`config.mk`:
```
export PLATFORM = sky130hd
export DESIGN_NAME = quad_bezier_point_sampler
export DESIGN_NICKNAME = d
export VERILOG_FILES = /design/src/qbps_pkg.sv /design/src/qbps_axis.sv /design/src/qbps_datapath.sv /design/src/qbps_ctrl.sv /design/src/quad_bezier_point_sampler.sv
export SDC_FILE = /design/constraint.sdc
export NUM_CORES = 2
export LEC_CHECK = 0
export BUFFER_PORTS_ARGS = -buffer_cell sky130_fd_sc_hd__buf_2
export CORE_ASPECT_RATIO = 1.25
export CORE_MARGIN = 2
export CORE_UTILIZATION = 35
export DETAILED_ROUTE_END_ITERATION = 8
export MAX_ROUTING_LAYER = met4
export PLACE_DENSITY = 0.57
export SYNTH_ARGS = -nofsm -noshare
export SYNTH_HDL_FRONTEND = slang
export SYNTH_SLANG_ARGS = --single-unit
```
`constraint.sdc`:
```
create_clock -name clk -period 15.04 [get_ports clk]
set_clock_uncertainty 0.1 [all_clocks]
set_input_delay 0.752 -clock clk [delete_from_list [all_inputs] [get_ports clk]]
set_output_delay 0.752 -clock clk [all_outputs]
set_load 0.02 [all_outputs]
```
`src/qbps_pkg.sv`:
```
// Package for the quadratic Bezier point sampler: shared widths, parameter
// defaults and the command/status structs between controller and datapath.
// No dependencies.
package qbps_pkg;

    // Fixed widths of the stream fields.
    localparam int IN_W      = 20;
    localparam int IDX_W     = 5;
    localparam int IN_DATA_W = 6 * IN_W;

    // Defaults for the top-level parameters.
    localparam int SAMPLES_DEF   = 20;
    localparam int FRAC_BITS_DEF = 8;
    localparam int INT_BITS_DEF  = 12;

    // Commands from the controller to the datapath.
    typedef struct packed {
        logic             init;   // load the difference accumulators from new points
        logic             issue;  // push the current sample into the divide pipeline
        logic [IDX_W-1:0] idx;    // sample index of the issued sample
        logic             last;   // issued sample is the final one of the curve
    } cmd_t;

    // Status from the datapath to the controller.
    typedef struct packed {
        logic adv;                // pipeline advances this cycle
    } status_t;

endpackage

```
`src/qbps_axis.sv`:
```
// One coordinate axis: forward-difference evaluation of the Bezier numerator
// and a four-stage reciprocal divide with truncation and saturation.
// Depends on qbps_pkg.
module qbps_axis
    import qbps_pkg::*;
#(
    parameter int SAMPLES   = SAMPLES_DEF,
    parameter int FRAC_BITS = FRAC_BITS_DEF,
    parameter int INT_BITS  = INT_BITS_DEF
)
(
    input  logic                       clk,
    input  logic                       init,
    input  logic                       step,
    input  logic                       en,
    input  logic signed [IN_W-1:0]     p0,
    input  logic signed [IN_W-1:0]     p1,
    input  logic signed [IN_W-1:0]     p2,
    output logic signed [INT_BITS-1:0] pixel
);

    // Denominator without the fraction scaling, and the derived widths.
    localparam int SQ = SAMPLES * SAMPLES;
    localparam int MW = IN_W + $clog2(SQ);
    localparam int NW = MW + 2;
    localparam int DW = $clog2(SQ + 1);
    localparam int PW = 2 * MW;
    localparam int QW = MW + DW;

    // Reciprocal of the denominator, scaled by 2^MW and rounded down.
    localparam logic [63:0]   RECIP_FULL = (64'd1 << MW) / 64'(SQ);
    localparam logic [MW-1:0] RECIP      = RECIP_FULL[MW-1:0];
    localparam logic [DW-1:0] DIVISOR    = DW'(SQ);
    localparam logic [MW-1:0] DIVISOR_M  = MW'(SQ);

    // Constant coefficients of the start values of the differences.
    localparam logic signed [NW-1:0] C_SQ = NW'(SQ);
    localparam logic signed [NW-1:0] C_A  = NW'(1 - 2 * SAMPLES);
    localparam logic signed [NW-1:0] C_B  = NW'(2 * (SAMPLES - 1));

    // Saturation limits as magnitudes.
    localparam logic [MW-1:0] POS_LIM = MW'((1 << (INT_BITS - 1)) - 1);
    localparam logic [MW-1:0] NEG_LIM = MW'(1 << (INT_BITS - 1));

    logic signed [NW-1:0] p0_ext;
    logic signed [NW-1:0] p1_ext;
    logic signed [NW-1:0] p2_ext;

    logic signed [NW-1:0] acc_n_reg,  acc_n_next;
    logic signed [NW-1:0] acc_d1_reg, acc_d1_next;
    logic signed [NW-1:0] acc_d2_reg, acc_d2_next;

    logic          n_neg;
    logic [NW-1:0] n_abs;
    logic [NW-1:0] n_shift;

    logic          s1_neg_reg;
    logic [MW-1:0] s1_mag_reg;
    logic          s2_neg_reg;
    logic [MW-1:0] s2_mag_reg;
    logic [PW-1:0] s2_prod_reg, s2_prod_next;
    logic          s3_neg_reg;
    logic [MW-1:0] s3_mag_reg;
    logic [MW-1:0] s3_q_reg;
    logic [QW-1:0] s3_qd_reg, s3_qd_next;

    logic [MW-1:0]       q_est;
    logic [MW-1:0]       rem;
    logic [MW-1:0]       q_fix;
    logic [MW-1:0]       q_neg;
    logic [INT_BITS-1:0] pixel_reg, pixel_next;

    assign p0_ext = NW'(p0);
    assign p1_ext = NW'(p1);
    assign p2_ext = NW'(p2);

    // Numerator N(k) and its first and second differences in k.
    always_comb
    begin
        acc_n_next  = acc_n_reg;
        acc_d1_next = acc_d1_reg;
        acc_d2_next = acc_d2_reg;
        if (init)
        begin
            acc_n_next  = C_SQ * p0_ext;
            acc_d1_next = C_A * p0_ext + C_B * p1_ext + p2_ext;
            acc_d2_next = (p0_ext <<< 1) - (p1_ext <<< 2) + (p2_ext <<< 1);
        end
        else if (step)
        begin
            acc_n_next  = acc_n_reg + acc_d1_reg;
            acc_d1_next = acc_d1_reg + acc_d2_reg;
        end
    end

    always_ff @(posedge clk)
    begin
        acc_n_reg  <= acc_n_next;
        acc_d1_reg <= acc_d1_next;
        acc_d2_reg <= acc_d2_next;
    end

    // Stage one: magnitude of the numerator with the fraction bits dropped.
    // Truncating the magnitude twice gives the same result as once.
    assign n_neg   = acc_n_reg[NW-1];
    assign n_abs   = n_neg ? NW'(-acc_n_reg) : NW'(acc_n_reg);
    assign n_shift = n_abs >> FRAC_BITS;

    // Stage two: multiply by the reciprocal.
    assign s2_prod_next = PW'(s1_mag_reg) * PW'(RECIP);

    // Stage three: the estimate is the quotient or one less; form estimate
    // times divisor for the check.
    assign q_est      = s2_prod_reg[PW-1:MW];
    assign s3_qd_next = QW'(q_est) * QW'(DIVISOR);

    // Stage four: correct the estimate, apply the sign and saturate.
    assign rem   = s3_mag_reg - s3_qd_reg[MW-1:0];
    assign q_fix = s3_q_reg + MW'(rem >= DIVISOR_M);
    assign q_neg = MW'(-q_fix);

    always_comb
    begin
        if (!s3_neg_reg)
        begin
            pixel_next = (q_fix > POS_LIM) ? POS_LIM[INT_BITS-1:0] : q_fix[INT_BITS-1:0];
        end
        else
        begin
            pixel_next = (q_fix > NEG_LIM) ? NEG_LIM[INT_BITS-1:0] : q_neg[INT_BITS-1:0];
        end
    end

    // Pipeline registers, all held while the output stalls.
    always_ff @(posedge clk)
    begin
        if (en)
        begin
            s1_neg_reg  <= n_neg;
            s1_mag_reg  <= n_shift[MW-1:0];
            s2_neg_reg  <= s1_neg_reg;
            s2_mag_reg  <= s1_mag_reg;
            s2_prod_reg <= s2_prod_next;
            s3_neg_reg  <= s2_neg_reg;
            s3_mag_reg  <= s2_mag_reg;
            s3_q_reg    <= q_est;
            s3_qd_reg   <= s3_qd_next;
            pixel_reg   <= pixel_next;
        end
    end

    assign pixel = pixel_reg;

endmodule

```
`src/qbps_datapath.sv`:
```
// Datapath: two axis lanes plus the valid and tag pipeline and the output
// register of the result stream.
// Depends on qbps_pkg and qbps_axis.
module qbps_datapath
    import qbps_pkg::*;
#(
    parameter int SAMPLES   = SAMPLES_DEF,
    parameter int FRAC_BITS = FRAC_BITS_DEF,
    parameter int INT_BITS  = INT_BITS_DEF
)
(
    input  logic                       clk,
    input  logic                       rst_n,
    input  cmd_t                       cmd,
    output status_t                    status,
    input  logic signed [IN_W-1:0]     start_x,
    input  logic signed [IN_W-1:0]     start_y,
    input  logic signed [IN_W-1:0]     ctrl_x,
    input  logic signed [IN_W-1:0]     ctrl_y,
    input  logic signed [IN_W-1:0]     end_x,
    input  logic signed [IN_W-1:0]     end_y,
    output logic                       out_valid,
    input  logic                       out_ready,
    output logic signed [INT_BITS-1:0] pixel_x,
    output logic signed [INT_BITS-1:0] pixel_y,
    output logic [IDX_W-1:0]           sample_index,
    output logic                       is_last
);

    logic en;

    logic             v1_reg, v2_reg, v3_reg, vo_reg;
    logic [IDX_W-1:0] idx1_reg, idx2_reg, idx3_reg, idxo_reg;
    logic             last1_reg, last2_reg, last3_reg, lasto_reg;

    // The pipeline moves whenever the output register is free or being taken.
    assign en         = !vo_reg || out_ready;
    assign status.adv = en;

    qbps_axis #(
        .SAMPLES   (SAMPLES),
        .FRAC_BITS (FRAC_BITS),
        .INT_BITS  (INT_BITS)
    ) u_axis_x (
        .clk   (clk),
        .init  (cmd.init),
        .step  (cmd.issue),
        .en    (en),
        .p0    (start_x),
        .p1    (ctrl_x),
        .p2    (end_x),
        .pixel (pixel_x)
    );

    qbps_axis #(
        .SAMPLES   (SAMPLES),
        .FRAC_BITS (FRAC_BITS),
        .INT_BITS  (INT_BITS)
    ) u_axis_y (
        .clk   (clk),
        .init  (cmd.init),
        .step  (cmd.issue),
        .en    (en),
        .p0    (start_y),
        .p1    (ctrl_y),
        .p2    (end_y),
        .pixel (pixel_y)
    );

    // Valid bits that follow each sample through the lanes.
    always_ff @(posedge clk or negedge rst_n)
    begin
        if (!rst_n)
        begin
            v1_reg <= 1'b0;
            v2_reg <= 1'b0;
            v3_reg <= 1'b0;
            vo_reg <= 1'b0;
        end
        else if (en)
        begin
            v1_reg <= cmd.issue;
            v2_reg <= v1_reg;
            v3_reg <= v2_reg;
            vo_reg <= v3_reg;
        end
    end

    // Sample index and last flag travel alongside.
    always_ff @(posedge clk)
    begin
        if (en)
        begin
            idx1_reg  <= cmd.idx;
            idx2_reg  <= idx1_reg;
            idx3_reg  <= idx2_reg;
            idxo_reg  <= idx3_reg;
            last1_reg <= cmd.last;
            last2_reg <= last1_reg;
            last3_reg <= last2_reg;
            lasto_reg <= last3_reg;
        end
    end

    assign out_valid    = vo_reg;
    assign sample_index = idxo_reg;
    assign is_last      = lasto_reg;

endmodule

```
`src/qbps_ctrl.sv`:
```
// Controller: takes a curve, then issues one sample per advancing cycle
// until the last one, and takes the next curve on that last cycle.
// Depends on qbps_pkg.
module qbps_ctrl
    import qbps_pkg::*;
#(
    parameter int SAMPLES = SAMPLES_DEF
)
(
    input  logic    clk,
    input  logic    rst_n,
    input  logic    in_valid,
    output logic    in_ready,
    input  status_t status,
    output cmd_t    cmd
);

    localparam int KW = $clog2(SAMPLES);
    localparam logic [KW-1:0] K_LAST = KW'(SAMPLES - 1);

    typedef enum logic [1:0] {
        ST_IDLE = 2'b01,
        ST_RUN  = 2'b10
    } state_t;

    state_t        state_reg, state_next;
    logic [KW-1:0] k_reg, k_next;
    logic          accept;
    logic          issue;
    logic          at_last;
    logic [KW+IDX_W-1:0] k_wide;

    assign at_last  = (k_reg == K_LAST);
    assign issue    = (state_reg == ST_RUN) && status.adv;
    assign in_ready = (state_reg == ST_IDLE) || (issue && at_last);
    assign accept   = in_valid && in_ready;

    // Index field wraps modulo its width when the counter is wider.
    assign k_wide = {{IDX_W{1'b0}}, k_reg};

    assign cmd.init  = accept;
    assign cmd.issue = issue;
    assign cmd.idx   = k_wide[IDX_W-1:0];
    assign cmd.last  = at_last;

    // Next state and sample counter.
    always_comb
    begin
        state_next = state_reg;
        k_next     = k_reg;
        case (state_reg)
            ST_IDLE:
            begin
                if (accept)
                begin
                    state_next = ST_RUN;
                    k_next     = '0;
                end
            end
            ST_RUN:
            begin
                if (issue)
                begin
                    if (at_last)
                    begin
                        k_next     = '0;
                        state_next = accept ? ST_RUN : ST_IDLE;
                    end
                    else
                    begin
                        k_next = k_reg + KW'(1);
                    end
                end
            end
            default:
            begin
                state_next = ST_IDLE;
                k_next     = '0;
            end
        endcase
    end

    always_ff @(posedge clk or negedge rst_n)
    begin
        if (!rst_n)
        begin
            state_reg <= ST_IDLE;
            k_reg     <= '0;
        end
        else
        begin
            state_reg <= state_next;
            k_reg     <= k_next;
        end
    end

endmodule

```
`src/quad_bezier_point_sampler.sv`:
```
// Top level of the quadratic Bezier point sampler: stream ports, field
// unpacking and packing, controller and datapath.
// Depends on qbps_pkg, qbps_ctrl and qbps_datapath.
//
//   channel   direction  transaction                      marker
//   s_*       in         one curve: three control points  none
//   m_*       out        one sample point of the curve    tlast on last sample
//
// A curve yields SAMPLES results; the single forward-difference step gives one
// sample per cycle while the result side does not stall, and the next curve is
// taken in the cycle that issues the last sample. A result passes the difference
// accumulators and then the reciprocal divide stages in order.
// Reset clears the controller and the valid bits; no clearing pass follows.
// A stall on the result side holds the whole pipeline, and the input side unless the controller is idle.
module quad_bezier_point_sampler
    import qbps_pkg::*;
#(
    parameter int SAMPLES   = SAMPLES_DEF,
    parameter int FRAC_BITS = FRAC_BITS_DEF,
    parameter int INT_BITS  = INT_BITS_DEF,
    parameter int OUT_DATA_W = ((2 * INT_BITS + IDX_W + 7) / 8) * 8
)
(
    input  logic                  clk,
    input  logic                  rst_n,
    input  logic                  s_tvalid,
    output logic                  s_tready,
    // start_x, start_y, ctrl_x, ctrl_y, end_x, end_y
    input  logic [IN_DATA_W-1:0]  s_tdata,
    output logic                  m_tvalid,
    input  logic                  m_tready,
    // pixel_x, pixel_y, sample_index, zero fill
    output logic [OUT_DATA_W-1:0] m_tdata,
    output logic                  m_tlast
);

    cmd_t    cmd;
    status_t status;

    logic signed [INT_BITS-1:0] pixel_x;
    logic signed [INT_BITS-1:0] pixel_y;
    logic [IDX_W-1:0]           sample_index;

    qbps_ctrl #(
        .SAMPLES (SAMPLES)
    ) u_ctrl (
        .clk      (clk),
        .rst_n    (rst_n),
        .in_valid (s_tvalid),
        .in_ready (s_tready),
        .status   (status),
        .cmd      (cmd)
    );

    qbps_datapath #(
        .SAMPLES   (SAMPLES),
        .FRAC_BITS (FRAC_BITS),
        .INT_BITS  (INT_BITS)
    ) u_datapath (
        .clk          (clk),
        .rst_n        (rst_n),
        .cmd          (cmd),
        .status       (status),
        .start_x      (s_tdata[IN_W-1:0]),
        .start_y      (s_tdata[2*IN_W-1:IN_W]),
        .ctrl_x       (s_tdata[3*IN_W-1:2*IN_W]),
        .ctrl_y       (s_tdata[4*IN_W-1:3*IN_W]),
        .end_x        (s_tdata[5*IN_W-1:4*IN_W]),
        .end_y        (s_tdata[6*IN_W-1:5*IN_W]),
        .out_valid    (m_tvalid),
        .out_ready    (m_tready),
        .pixel_x      (pixel_x),
        .pixel_y      (pixel_y),
        .sample_index (sample_index),
        .is_last      (m_tlast)
    );

    // Result fields packed from the lowest bit up.
    assign m_tdata = OUT_DATA_W'({sample_index, pixel_y, pixel_x});

endmodule

```
==> summary.md <==
| Metric | Value |
|---|---|
| Reg clk slew, reported paths | around 0.06 ns |
| Startpoint types | input port |
| # Post-CTS Setup Buffers | 0 |
| CP Capture Type | register |
| TNS Setup | 0 ns |
| Syn Inst Count | between 6000 and 7000 |
| Post-Syn Area | 62580 sq um |
| Critical R2R Launch | u_datapath.u_axis_y.s1_mag_reg[7] |
| Yosys cell types | 82 |
| Clk buf depth | 3 |
| DR DRC count | 0 |
| Total length of routed met3 wires | about 3.2 mm |
| Die Wd | between 300 and 400 um |
| Largest net degree at the start of global routing | between 150 and 200 |
| RSZ-0062 raised after global routing | no |
| Synth top cells by count | inv_1 (1429), ha_1 (1239), fa_1 (660), edfxtp_1 (434), a21oi_1 (280) |
| DPL Wire Length | between 100 and 150 mm |
| Worst EP required | about 15 ns |
| Input/output buffers | ~160 |
| # diodes | 0 |
| Via-per-instance ratio | between 4 and 5 |
| Outcome | completed |
| Cells after DPL | ~8700 |
| Post-synth EDFFs | around 430 |
| Worst-margin pin slew | approximately 1.1 ns |
| H-tree levels | 2 |
| Critical path type | input port to register |
| Clock latency on the worst-skew pair | slightly below 0.7 ns |
| Flops & latches, synth | roughly 450 |
| TritonCTS buffer count | 57 |
| Worst Path Arrival | between 9 and 10 ns |
| WHS Path Cells | 0 |
| # clock sinks | roughly 450 |
| GR Overflow Total | 0 |
| FMAX | between 100 and 150 MHz |
| Max-Slew Margin vs Limit | 0.2562 |
| ANT nets after route | 0 |
| P&R area growth vs syn | 9.068% |
| I/O pin total | 159 |
| Main area contributors after synthesis | ha_1 (25%), fa_1 (21%), edfxtp_1 (21%) |
| Post-CTS Hold Fix Bufs | 1 |
| Max-slew violation count | 0 |
| Avg Inst Size Synth | 10.05 sq um |
| Met2 Wirelength | roughly 70 mm |
| Highest routed layer | met4 |
| Hold WC Path Type | register to register |
| CP Max Fanout | 5 |
| Most used cell along the critical path | ha_1 |
| WL met1 | between 60 and 70 mm |
| Nets@finish | 8434 |
| Cts repair resizes | 0 |
| Seq/Total Area, Yosys | 0.2152 |
| Global-route wire length before repair | around 230 mm |
| Vias in the first global route | ~45000 |
| Post-route insts no fill | approximately 8800 |
| Worst Reg-to-Reg Cells | 20 |
| Die Ht | around 480 um |
| Most numerous cell in the Yosys netlist | inv_1 |
| Final setup viols | 0 |
| Initial drt markers | 1602 |
| WL final | around 140 mm |
| Final min period | approximately 8.9 ns |
| Die ar. | about 180000 sq um |
| Initial Util | 0.3521 |
| GRT Util Overall | 0.1608 |
| CTS tree | yes |
| Routability cong. | just under 0.9 |
| Synth warnings | 0 |
| Share of cells above drive strength 1 | 0.04676 |
| Placed Area | ~66000 sq um |
| Initial antenna violation count | 0 |
| Core area | 177700 sq um |
| Synth async-reset ratio | 0.02428 |
| R2r setup slk | approximately 7.5 ns |
| Crit share post-route | 0.5917 |
| CP max stage delay | 0.79 ns |
| Worst R2R End | u_datapath.u_axis_y.s2_prod_reg[43] |
| Final Cell Area | approximately 68000 sq um |
| CP Capture Point | u_datapath.u_axis_x.acc_d1_reg[29] |
| Synth Flop Type | edfxtp_1 |
| Dominant cell type by area after synthesis | ha_1 |
| CP max stage cell | o41ai_1 |
| Worst setup startpoint | s_tdata[44] |
| CTS Root Cell | clkbuf_16 |
| Vias | between 40000 and 50000 |
| Rows | 173 |
| Drt pass-1 iters | 5 |
| Final Hold Vio Count | 0 |
| Share of the synthesized area in the top cell type | 0.2477 |
| Maxcap violations | 0 |
| WL/cell | between 15 and 20 um |
## layer usage
| metal | vias to the layer above | GRT usage |
|---|---|---|
| met2 | 494 | 0.2849 |
| li1 | 21270 | - |
| met3 | 152 | 0.01314 |
| met5 | - | - |
| met4 | 0 | 0.03057 |
| met1 | 20720 | 0.2004 |
## worst min path at each step
stage	from	endpoint	slack, ns
after floorplan	u_datapath.idx1_reg[0]	u_datapath.idx2_reg[0]	0.30
after global placement	u_datapath.u_axis_y.s1_neg_reg	u_datapath.u_axis_y.s2_neg_reg	0.30
after detailed placement	u_datapath.idx3_reg[1]	u_datapath.sample_index[1]	0.30
after CTS	u_datapath.u_axis_x.s2_mag_reg[16]	u_datapath.u_axis_x.s3_mag_reg[16]	0.31
after global routing	u_datapath.idx3_reg[3]	u_datapath.sample_index[3]	0.32
final	u_datapath.u_axis_x.s2_mag_reg[16]	u_datapath.u_axis_x.s3_mag_reg[16]	0.31
## cells in the final DEF (no fill, tap or decap), drive strengths merged, types with 64 or more instances in the layout
cell    count
ha       1239
a21oi     280
nand2     228
xnor2     262
nor3       83
xor2      125
fa        660
nand3      95
inv      1436
nor2      258
edfxtp    434
a21o      139
o21ai     250
buf       167
clkbuf     64
## critical path: cells and delay by family
| kind | cells | cell delay, ns |
|---|---|---|
| adders and majority gates | 10 | 3.79 |
| AOI/OAI and AO/OA | 13 | 3.41 |
| and+or+nand+nor | 3 | 0.76 |
| buffers and inverters | 4 | 0.28 |
| xor gates and xnor gates | 2 | 0.23 |
## area by class of cell
type                            instances  area (sq um)
Fill cell                           17580        109500
Multi-Input combinational cell       4300         43580
Sequential cell                       453         13470
Inverter                             1431          5376
Tap cell                             2362          2955
Clock buffer                           64          1495
Timing Repair Buffer                  168         888.4
Clock inverter                         42         483.0
## through the flow
stage          hold WS [ns]  setup WS [ns]  utilization
2_1_floorplan        0.3003          1.884            -
3_3_place_gp         0.3037          5.549       0.3729
3_5_place_dp         0.3045          5.539       0.3729
4_1_cts              0.3146          6.258       0.3840
5_1_grt              0.3229          5.772       0.3840
6_report             0.3117          6.141       0.3840
## cells by family after synthesis
kind of cell,after synthesis,synth area share
buffers and inverters,1477,0.08880
adders and majority gates,1899,0.4589
muxes,13,0.002159
xor gates and xnor gates,387,0.05417
and+or+nand+nor,922,0.07104
DFF,453,0.2152
AOI/OAI and AO/OA,1076,0.1096
other,1,0.00005993
Power is not shown: default switching activity piles up to over one toggle a cycle in this logic, so the estimate is an artifact.
